File: config.mk
export PLATFORM = sky130hd
export DESIGN_NAME = gf2_polynomial_alu
export DESIGN_NICKNAME = d
export VERILOG_FILES = /design/src/sv/gf2alu_pkg.sv /design/src/sv/gf2alu_dp.sv /design/src/sv/gf2alu_ctrl.sv /design/src/sv/gf2_polynomial_alu.sv
export SDC_FILE = /design/constraint.sdc
export NUM_CORES = 1
export LEC_CHECK = 0
export CAP_MARGIN = 30
export CORE_MARGIN = 1
export CORE_UTILIZATION = 50
export CTS_CLUSTER_DIAMETER = 200
export DETAILED_ROUTE_END_ITERATION = 10
export DONT_BUFFER_PORTS = 1
export GPL_TIMING_DRIVEN = 0
export SYNTH_ARGS = -nofsm -noshare
export SYNTH_HDL_FRONTEND = slang
export SYNTH_SLANG_ARGS = --single-unit
File: constraint.sdc
create_clock -name clk -period 10.8 [get_ports clk]
set_clock_uncertainty 0.15 [all_clocks]
set_input_delay 2.16 -clock clk [delete_from_list [all_inputs] [get_ports clk]]
set_output_delay 2.16 -clock clk [all_outputs]
set_load 0.02 [all_outputs]
File: src/sv/gf2alu_pkg.sv
`timescale 1ns / 1ps
// ----------------------------------------------------------------------------
// gf2alu_pkg
// Shared operation codes and controller/datapath interface types.
// ----------------------------------------------------------------------------
package gf2alu_pkg;

	localparam int PORT_W = 64;

	typedef logic [1:0] kind_t;

	localparam kind_t KIND_ADD = 2'd0;
	localparam kind_t KIND_MUL = 2'd1;
	localparam kind_t KIND_REM = 2'd2;

	// commands from controller to datapath
	typedef struct packed {
		logic load;
		logic mul_step;
		logic norm_step;
		logic red_step;
		logic commit;
	} cmd_t;

	// status from datapath to controller
	typedef struct packed {
		kind_t in_kind;
		logic  in_b_zero;
		logic  b_top;
		logic  cnt_zero;
	} sts_t;

endpackage

File: src/sv/gf2alu_dp.sv
`timescale 1ns / 1ps
// ----------------------------------------------------------------------------
// gf2alu_dp
// Operand registers, shift-and-xor step unit and result register.
// ----------------------------------------------------------------------------
module gf2alu_dp #(
	parameter int POLY_WIDTH = 64
) (
	input  logic                  clk,
	input  gf2alu_pkg::kind_t     kind,
	input  logic [POLY_WIDTH-1:0] operand_a,
	input  logic [POLY_WIDTH-1:0] operand_b,
	input  gf2alu_pkg::cmd_t      cmd,
	output gf2alu_pkg::sts_t      sts,
	output logic [POLY_WIDTH-1:0] result,
	output logic                  divide_error
);
	import gf2alu_pkg::*;

	localparam int W  = POLY_WIDTH;
	localparam int CW = $clog2(W);

	logic [W-1:0]  a_q, b_q, acc_q, mark_q, res_q;
	logic [CW-1:0] cnt_q;
	kind_t         kind_q;
	logic          err_q, res_err_q;
	logic          in_b_zero;

	assign in_b_zero = (operand_b == '0);

	always_ff @(posedge clk) begin
		if (cmd.load) begin
			kind_q <= kind;
			a_q    <= operand_a;
			b_q    <= operand_b;
			mark_q <= {1'b1, {(W-1){1'b0}}};
			err_q  <= (kind == KIND_REM) && in_b_zero;
			if (kind == KIND_MUL) begin
				cnt_q <= CW'(W-1);
			end else begin
				cnt_q <= '0;
			end
			unique case (kind)
				KIND_ADD: acc_q <= operand_a ^ operand_b;
				default:  acc_q <= '0;
			endcase
		end else if (cmd.mul_step) begin
			if (a_q[0]) begin
				acc_q <= acc_q ^ b_q;
			end
			a_q   <= a_q >> 1;
			b_q   <= b_q << 1;
			cnt_q <= cnt_q - 1'b1;
		end else if (cmd.norm_step) begin
			// align divisor's leading term with the top bit
			b_q   <= b_q << 1;
			cnt_q <= cnt_q + 1'b1;
		end else if (cmd.red_step) begin
			if ((a_q & mark_q) != '0) begin
				a_q <= a_q ^ b_q;
			end
			b_q    <= b_q >> 1;
			mark_q <= mark_q >> 1;
			cnt_q  <= cnt_q - 1'b1;
		end
		if (cmd.commit) begin
			res_q     <= (kind_q == KIND_REM) ? a_q : acc_q;
			res_err_q <= err_q;
		end
	end

	assign sts.in_kind   = kind;
	assign sts.in_b_zero = in_b_zero;
	assign sts.b_top     = b_q[W-1];
	assign sts.cnt_zero  = (cnt_q == '0);

	assign result       = res_q;
	assign divide_error = res_err_q;

endmodule

File: src/sv/gf2alu_ctrl.sv
`timescale 1ns / 1ps
// ----------------------------------------------------------------------------
// gf2alu_ctrl
// Sequencer: accepts a request, steps the datapath, loads the output slot.
// ----------------------------------------------------------------------------
module gf2alu_ctrl (
	input  logic             clk,
	input  logic             arst_n,
	input  logic             in_valid,
	output logic             in_ready,
	output logic             out_valid,
	input  logic             out_ready,
	input  gf2alu_pkg::sts_t sts,
	output gf2alu_pkg::cmd_t cmd
);
	import gf2alu_pkg::*;

	localparam logic [2:0] ST_IDLE = 3'd0;
	localparam logic [2:0] ST_MUL  = 3'd1;
	localparam logic [2:0] ST_NORM = 3'd2;
	localparam logic [2:0] ST_RED  = 3'd3;
	localparam logic [2:0] ST_FIN  = 3'd4;

	logic [2:0] state_q, state_d;
	logic       out_valid_q;
	logic       slot_free;

	assign in_ready  = (state_q == ST_IDLE);
	assign out_valid = out_valid_q;
	assign slot_free = !out_valid_q || out_ready;

	always_comb begin
		state_d       = state_q;
		cmd           = '0;
		unique case (state_q)
			ST_IDLE: begin
				if (in_valid) begin
					cmd.load = 1'b1;
					priority if (sts.in_kind == KIND_MUL) begin
						state_d = ST_MUL;
					end else if (sts.in_kind == KIND_REM && !sts.in_b_zero) begin
						state_d = ST_NORM;
					end else begin
						state_d = ST_FIN;
					end
				end
			end
			ST_MUL: begin
				cmd.mul_step = 1'b1;
				if (sts.cnt_zero) begin
					state_d = ST_FIN;
				end
			end
			ST_NORM: begin
				if (sts.b_top) begin
					state_d = ST_RED;
				end else begin
					cmd.norm_step = 1'b1;
				end
			end
			ST_RED: begin
				cmd.red_step = 1'b1;
				if (sts.cnt_zero) begin
					state_d = ST_FIN;
				end
			end
			ST_FIN: begin
				if (slot_free) begin
					cmd.commit = 1'b1;
					state_d    = ST_IDLE;
				end
			end
			default: begin
				state_d = ST_IDLE;
			end
		endcase
	end

	always_ff @(posedge clk or negedge arst_n) begin
		if (!arst_n) begin
			state_q     <= ST_IDLE;
			out_valid_q <= 1'b0;
		end else begin
			state_q <= state_d;
			if (cmd.commit) begin
				out_valid_q <= 1'b1;
			end else if (out_ready) begin
				out_valid_q <= 1'b0;
			end
		end
	end

endmodule

File: src/sv/gf2_polynomial_alu.sv
`timescale 1ns / 1ps
// ----------------------------------------------------------------------------
// gf2_polynomial_alu
// Add, carry-less multiply and remainder on polynomials over GF(2).
// ----------------------------------------------------------------------------
// Usage:
//   Input channel (in_valid/in_ready) carries one request: kind, operand_a,
//   operand_b. Only the low POLY_WIDTH bits of each operand are used.
//   Output channel (out_valid/out_ready) returns one result per request:
//   result (zero above POLY_WIDTH) and divide_error.
//   One request is worked on at a time; in_ready is high only when the
//   sequencer is idle.
//   Work between acceptance and out_valid:
//     add, unused kind, zero divisor : none; the result is loaded directly
//     multiply                       : one operand bit a step
//     remainder                      : the
//       divisor is first shifted up to its leading term (one bit a cycle),
//       then reduced one degree a cycle through the single shift-xor unit.
//   in_ready returns with out_valid, so a new request is accepted only
//   once the previous one has been loaded into the output register.
//   The output register holds a finished result while the next request is
//   accepted and computed; a sequencer that finishes while that register is
//   still full waits until the receiver takes it.
//   Reset (arst_n low) returns the sequencer to idle and empties the output
//   register; no clearing pass is needed.
// ----------------------------------------------------------------------------
module gf2_polynomial_alu #(
	parameter int POLY_WIDTH = 64
) (
	input  logic                                 clk,
	input  logic                                 arst_n,
	input  logic                                 in_valid,
	output logic                                 in_ready,
	input  gf2alu_pkg::kind_t                    kind,
	input  logic [gf2alu_pkg::PORT_W-1:0]        operand_a,
	input  logic [gf2alu_pkg::PORT_W-1:0]        operand_b,
	output logic                                 out_valid,
	input  logic                                 out_ready,
	output logic [gf2alu_pkg::PORT_W-1:0]        result,
	output logic                                 divide_error
);
	import gf2alu_pkg::*;

	cmd_t                  cmd;
	sts_t                  sts;
	logic [POLY_WIDTH-1:0] dp_result;

	// sequencer: one request at a time, holds until the output slot frees
	gf2alu_ctrl u_ctrl (
		.clk       (clk),
		.arst_n    (arst_n),
		.in_valid  (in_valid),
		.in_ready  (in_ready),
		.out_valid (out_valid),
		.out_ready (out_ready),
		.sts       (sts),
		.cmd       (cmd)
	);

	// datapath: drop operand bits above POLY_WIDTH on the way in
	gf2alu_dp #(
		.POLY_WIDTH (POLY_WIDTH)
	) u_dp (
		.clk          (clk),
		.kind         (kind),
		.operand_a    (operand_a[POLY_WIDTH-1:0]),
		.operand_b    (operand_b[POLY_WIDTH-1:0]),
		.cmd          (cmd),
		.sts          (sts),
		.result       (dp_result),
		.divide_error (divide_error)
	);

	// zero-extend the result to the port width
	assign result = PORT_W'(dp_result);

endmodule

==> impl_metrics.py, run 1 <==
metrics = {
    "status": {
        "status": "completed",
    },
    "placement": {
        "post-dp-hpwl_um": 35330,
        "gp_congestion": 0.8779,
        "io_buffers": 0,
        "placedInstanceArea_sq_um": 17630,
    },
    "global_routing": {
        "grt_pass1_wl_um": 73440,
        "grt_pass1_vias": 11985,
        "antenna_found_initial": 1,
        "grt_max_degree": 37,
        "track_usage": 0.2843,
        "grt_overflow_total": 0,
    },
    "logic_synthesis": {
        "ys.flop_type": "edfxtp_1",
        "synthesis.nets": 1714,
        "postSynthAreaPerCell_sq_um": 10.72,
        "synth_async_sr_flop_share": 0.01198,
        "ys_ff_latch": 334,
        "synth-edff-count": 266,
        "syn_area_sq_um": 16910,
        "ys_seq_area_frac": 0.5540,
        "postSynthCellCount": 1577,
        "ys_types": 46,
        "synth_warnings": 0,
    },
    "final_layout": {
        "layout_common_cells": "nand2_1 (322), edfxtp_1 (266), o21ai_0 (203), xnor2_1 (129), xor2_1 (68)",
        "nFillCells": 2912,
        "drive_gt1_frac": 0.1080,
        "antenna_cells": 0,
        "fin_area_sq_um": 18780,
        "nets": 1761,
        "area_growth_syn_to_layout_pct": 11.03,
        "multi_input_area_sq_um": 7005,
        "final_common_cell": "nand2_1",
        "ff_latch_area_sq_um": 9369,
    },
    "route": {
        "wl_per_cell_um": 23.21,
        "drc": 0,
        "wl_um": 48510,
        "via_per_inst": 5.853,
        "vias": 12233,
        "ant_nets": 0,
        "first_iter_violations": 1074,
        "drt-pass1-iter-count": 4,
    },
    "floorplan": {
        "initial_core_util": 0.5145,
        "die_w_um": 185.9,
        "die_y_um": 185.9,
        "ios": 201,
        "core.rowCount": 66,
        "dieArea_sq_um": 34560,
        "core_region_area_sq_um": 32870,
    },
    "cts": {
        "clkSlewWorstSetupHoldPaths_ns": 0.06,
        "numClockSinks": 334,
        "cts_tree": "built",
        "clockBufferDepth": 3,
        "clockRootBuffer": "clkbuf_16",
        "clk_latency_ns": 0.52,
        "post_cts_buffers": 0,
        "hold_buffers": 0,
        "cts_buffers": 37,
        "cts_resized": 0,
        "h-tree-depth": 2,
    },
    "critical_path": {
        "slowest_delay_ns": 0.74,
        "cpMostUsedCell": "nor4_1",
        "worstSetupPathType": "input port to flip-flop",
        "crit_fanout": 3,
        "worstPathRequired_ns": 11.05,
        "startpoint_type": "input port",
        "crit_chain": "nor4_1 > nand4_1 > nor4_1 > nor3b_1 > a31o_1",
        "slowest_stage": "nor4_1",
        "arrival_ns": 4.40,
        "end_kind": "flip-flop",
    },
    "timing": {
        "setup_viol": 0,
        "worstMarginPinSlew_ns": 0.8703,
        "grt_setup_unrepaired": "no",
        "period_needed_ns": 4.146,
        "fin_tns_setup_ns": 0,
        "slew_violations": 0,
        "period_share": 0.3839,
        "max_freq_mhz": 241.2,
        "hold_viol_final": 0,
        "slew_headroom": 0.4145,
    },
    "worst_hold_path": {
        "hp-class": "flip-flop to flip-flop",
    },
    "power_and_ir_drop": {
        "vdd_ir_drop_max_uv": 203.5,
        "power_density_nw_per_um2": 369.2,
        "leakagePower_uw": 0.006289,
    },
    "job": {
        "drv_cap": 0,
    },
}
==> path summary, 6_finish.rpt <==
path / start / end / slack (ns) / cells past startpoint
min reg2reg: u_dp.err_q$_DFFE_PP_ / u_dp.divide_error$_DFFE_PP_ / 0.29 / 0
max reg2reg: u_ctrl.state_q[1]$_DFFE_PN0P_ / u_dp.b_q[32]$_DFFE_PP_ / 7.33 / 8
min in group asynchronous: arst_n / u_ctrl.out_valid$_DFFE_PN0P_ / 1.19 / 0
max: operand_b[19] / u_ctrl.state_q[1]$_DFFE_PN0P_ / 6.65 / 5
min: u_dp.err_q$_DFFE_PP_ / u_dp.divide_error$_DFFE_PP_ / 0.29 / 0
max in group asynchronous: arst_n / u_ctrl.state_q[2]$_DFFE_PN0P_ / 9.25 / 0
==> flip-flops by register name, summed over array words and instances, names as in the netlist <==
signal,flops
u_dp.kind_q,2
u_ctrl.state_q,3
u_dp.result,64
u_dp.divide_error,1
u_dp.b_q,64
u_dp.acc_q,64
u_dp.cnt_q,6
u_dp.err_q,1
u_ctrl.out_valid,1
u_dp.a_q,64
u_dp.mark_q,64
==> area by class of cell <==
| cell class | instances | share of cell area |
|---|---|---|
| flip-flops and latches | 334 | 0.4990 |
| well taps | 442 | 0.02945 |
| repair buffers | 8 | 0.007197 |
| plain buffers | 100 | 0.02885 |
| multi-input cells | 1137 | 0.3731 |
| clock inverters | 15 | 0.005198 |
| clock buffers | 48 | 0.05604 |
| inverters | 6 | 0.001199 |
==> synth_stat cells, drive strengths merged (2+ instances only) <==
master | number | share of area
xor2 | 68 | 0.035
dfxtp | 64 | 0.076
clkbuf | 56 | 0.012
nand4 | 10 | 0.0037
or3 | 3 | 0.0011
nor2b | 3 | 0.0011
a22oi | 11 | 0.0049
dfrtp | 4 | 0.0059
ha | 3 | 0.0022
mux2i | 62 | 0.037
o31ai | 2 | 0.00089
xnor2 | 129 | 0.067
nand2b | 3 | 0.0011
nor4 | 17 | 0.0063
mux2 | 64 | 0.043
nand2 | 324 | 0.072
inv | 6 | 0.0013
o21ai | 260 | 0.077
nand3 | 65 | 0.019
nor2 | 9 | 0.0020
a21oi | 66 | 0.020
a221oi | 12 | 0.0062
nor4b | 2 | 0.0019
a22o | 12 | 0.0062
nor3 | 2 | 0.00089
edfxtp | 266 | 0.47
buf | 44 | 0.020
==> power by group <==
part | internal [uW] | total [uW] | leakage [uW] | switching [uW]
combinational | 1160 | 2630 | 0.00258 | 1470
clock | 708 | 1220 | 0.000575 | 512
sequential | 2400 | 3080 | 0.00313 | 686
==> through the flow <==
step / total power [uW] / hold slack, ns / cells / utilization / setup slack, ns
4_1_cts: 6953 / 0.2842 / 2090 / 0.5713 / 6.603
2_1_floorplan: 4858 / 0.2503 / 1577 / - / 4.775
3_5_place_dp: 5705 / 0.2711 / 2027 / 0.5363 / 6.068
6_report: 6933 / 0.2885 / 2090 / 0.5713 / 6.654
5_1_grt: 7358 / 0.2981 / 2090 / 0.5713 / 6.635
3_3_place_gp: 5630 / 0.2656 / 2019 / 0.5314 / 3.049
==> critical path: cells and delay by family <==
family          cells  cell delay [ns]
compound gates      1             0.24
simple gates        4             1.99
==> kinds of logic (layout without fill, tap and decap cells) <==
| family | Yosys count | in the layout | synth area share |
|---|---|---|---|
| buffers and inverters | 106 | 177 | 0.03337 |
| adders and majority gates | 3 | 3 | 0.002220 |
| AOI/OAI and AO/OA | 368 | 368 | 0.1173 |
| and+or+nand+nor | 443 | 443 | 0.1117 |
| DFF | 334 | 334 | 0.5540 |
| muxes | 126 | 126 | 0.07931 |
| xor gates and xnor gates | 197 | 197 | 0.1020 |
==> per-layer routing <==
layer  track usage  routed length [um]
met3       0.06046                4069
met2        0.4513               22340
met5             0                   0
met1        0.3896               20830
met4       0.08492                1277
No activity file was read; power rests on OpenSTA's default activity.
==> run 2: changes to the inputs <==
==> constraint.sdc (replaced) <==
create_clock -name clk -period 4.4 [get_ports clk]
set_clock_uncertainty 0.15 [all_clocks]
set_input_delay 0.88 -clock clk [delete_from_list [all_inputs] [get_ports clk]]
set_output_delay 0.88 -clock clk [all_outputs]
set_load 0.02 [all_outputs]
==> impl_metrics.py, run 2 (synthesis results as in run 1) <==
metrics = {
    "critical_path": {
        "arrival_ns": 3.55,
        "crit_fanout": 38,
        "r2r-start": "u_ctrl.state_q[1]$_DFFE_PN0P_",
        "slowest_stage": "or3_4",
        "slowest_delay_ns": 0.54,
        "startpoint_type": "flip-flop",
        "r2r_cells": 8,
        "worstSetupPathType": "flip-flop to flip-flop",
        "crit_path_end": "u_dp.b_q[30]$_DFFE_PP_",
        "r2r_slack_ns": 0.90,
        "end_kind": "flip-flop",
        "critPathLaunch": "u_ctrl.state_q[1]$_DFFE_PN0P_",
        "worstPathRequired_ns": 4.45,
        "cpMostUsedCell": "buf_2",
        "r2r_end": "u_dp.b_q[30]$_DFFE_PP_",
        "crit_chain": "buf_2 > nor3_2 > nand2_2 > inv_1 > buf_4 > buf_2 > or3_4 > buf_12",
    },
    "timing": {
        "hold_viol_final": 0,
        "period_share": 0.7960,
        "period_needed_ns": 3.502,
        "setup_slack_ns": 0.8976,
        "worstMarginPinSlew_ns": 0.9030,
        "setup_viol": 0,
        "grt_setup_unrepaired": "no",
        "slew_headroom": 0.3980,
        "max_freq_mhz": 285.5,
        "fin_tns_setup_ns": 0,
        "slew_violations": 0,
    },
    "final_layout": {
        "nFillCells": 2887,
        "nets": 1763,
        "fin_area_sq_um": 18890,
        "layout_common_cells": "nand2_1 (322), edfxtp_1 (266), o21ai_0 (203), xnor2_1 (129), xor2_1 (68)",
        "drive_gt1_frac": 0.1058,
        "post-route-util": 0.5749,
        "area_growth_syn_to_layout_pct": 11.73,
        "final_common_cell": "nand2_1",
        "antenna_cells": 0,
    },
    "placement": {
        "place_ws_ns": 0.9291,
        "gp_congestion": 0.8751,
        "placedInstanceArea_sq_um": 17620,
        "io_buffers": 0,
        "post-dp-hpwl_um": 35580,
    },
    "cts": {
        "clk_latency_ns": 0.53,
        "cts_tree": "built",
        "numClockSinks": 334,
        "clockBufferDepth": 3,
        "clkSlewWorstSetupHoldPaths_ns": 0.06,
        "cts_buffers": 38,
        "clockRootBuffer": "clkbuf_16",
        "post_cts_buffers": 0,
        "h-tree-depth": 2,
    },
    "route": {
        "drt-pass1-iter-count": 5,
        "via_per_inst": 5.864,
        "first_iter_violations": 945,
        "ant_nets": 0,
        "vias": 12290,
        "wl_per_cell_um": 23.32,
        "wl_um": 48890,
        "drc": 0,
    },
    "global_routing": {
        "grt_max_degree": 39,
        "track_usage": 0.2849,
        "grt_pass1_wl_um": 73630,
        "antenna_found_initial": 1,
        "grt_overflow_total": 0,
        "grt_pass1_vias": 11882,
    },
    "floorplan": {
        "core.rowCount": 66,
        "dieArea_sq_um": 34560,
        "initial_core_util": 0.5145,
        "die_w_um": 185.9,
        "die_y_um": 185.9,
        "ios": 201,
        "core_region_area_sq_um": 32870,
    },
    "status": {
        "status": "completed",
    },
    "power_and_ir_drop": {
        "vdd_ir_drop_max_uv": 429.2,
        "power_density_nw_per_um2": 915.2,
        "leakagePower_uw": 0.006333,
    },
    "job": {
        "drv_cap": 0,
    },
    "worst_hold_path": {
        "hp-class": "input port to flip-flop",
        "hp-start": "out_ready",
    },
}
==> run 2: cell count changes in the layout (fill, tap and decap cells not counted), sizes merged <==
cell / before / now
clkinv: 12 / 14
dlygate4sd3: 0 / 1
inv: 7 / 6
bufinv: 1 / 3
clkbuf: 104 / 108
clkinvlp: 1 / 0
buf: 52 / 51
==> run 2: cell type report <==
cell class,instances,area [sq um],area share
clock buffers,51,1105,0.05847
inverters,6,22.52,0.001192
flip-flops and latches,334,9369,0.4959
clock inverters,17,152.6,0.008079
multi-input cells,1137,7005,0.3708
plain buffers,100,541.8,0.02867
well taps,442,553.0,0.02927
repair buffers,9,145.1,0.007682
==> run 2: timing repair <==
action,4_1_cts,5_1_grt
gates resized for setup,0,0
hold endpoints to repair,4,0
hold buffers,1,0
==> run 2: worst max-delay path: cells and delay by family, from the launching register on <==
family | cells | cell delay [ns]
flops | 1 | 0.35
simple gates | 3 | 1.28
buf+inv | 5 | 1.32
==> run 2: power breakdown <==
group	switching, uW	internal, uW
combinational	3630	2850
clock	1300	1930
sequential	1690	5890
==> run 2: metrics by stage <==
step / instances / total power [uW] / hold slack [ns]
floorplan: 1577 / 11920 / 0.2503
global placement: 2019 / 13740 / 0.2641
detailed placement: 2026 / 14000 / 0.2932
CTS: 2095 / 17280 / 0.2851
global route: 2096 / 18300 / 0.2909
finish: 2096 / 17290 / 0.2908
==> run 2: worst min path at each step <==
| stage | depth (start not counted) | slack, ns | end |
|---|---|---|---|
| finish | 1 | 0.29 | u_ctrl.out_valid$_DFFE_PN0P_ |
| global route | 0 | 0.29 | u_dp.kind_q[0]$_DFFE_PP_ |
| CTS | 1 | 0.29 | u_ctrl.out_valid$_DFFE_PN0P_ |
| detailed placement | 0 | 0.29 | u_dp.divide_error$_DFFE_PP_ |
| global placement | 0 | 0.26 | u_dp.divide_error$_DFFE_PP_ |
| floorplan | 0 | 0.25 | u_dp.divide_error$_DFFE_PP_ |
==> run 2: per-layer routing <==
layer / vias up / global-route usage / wire, um
li1: 5747 / - / -
met1: 6030 / 0.3888 / 21090
met4: 0 / 0.06361 / 865
met5: - / 0 / 0
met3: 59 / 0.06163 / 3773
met2: 454 / 0.4628 / 23160
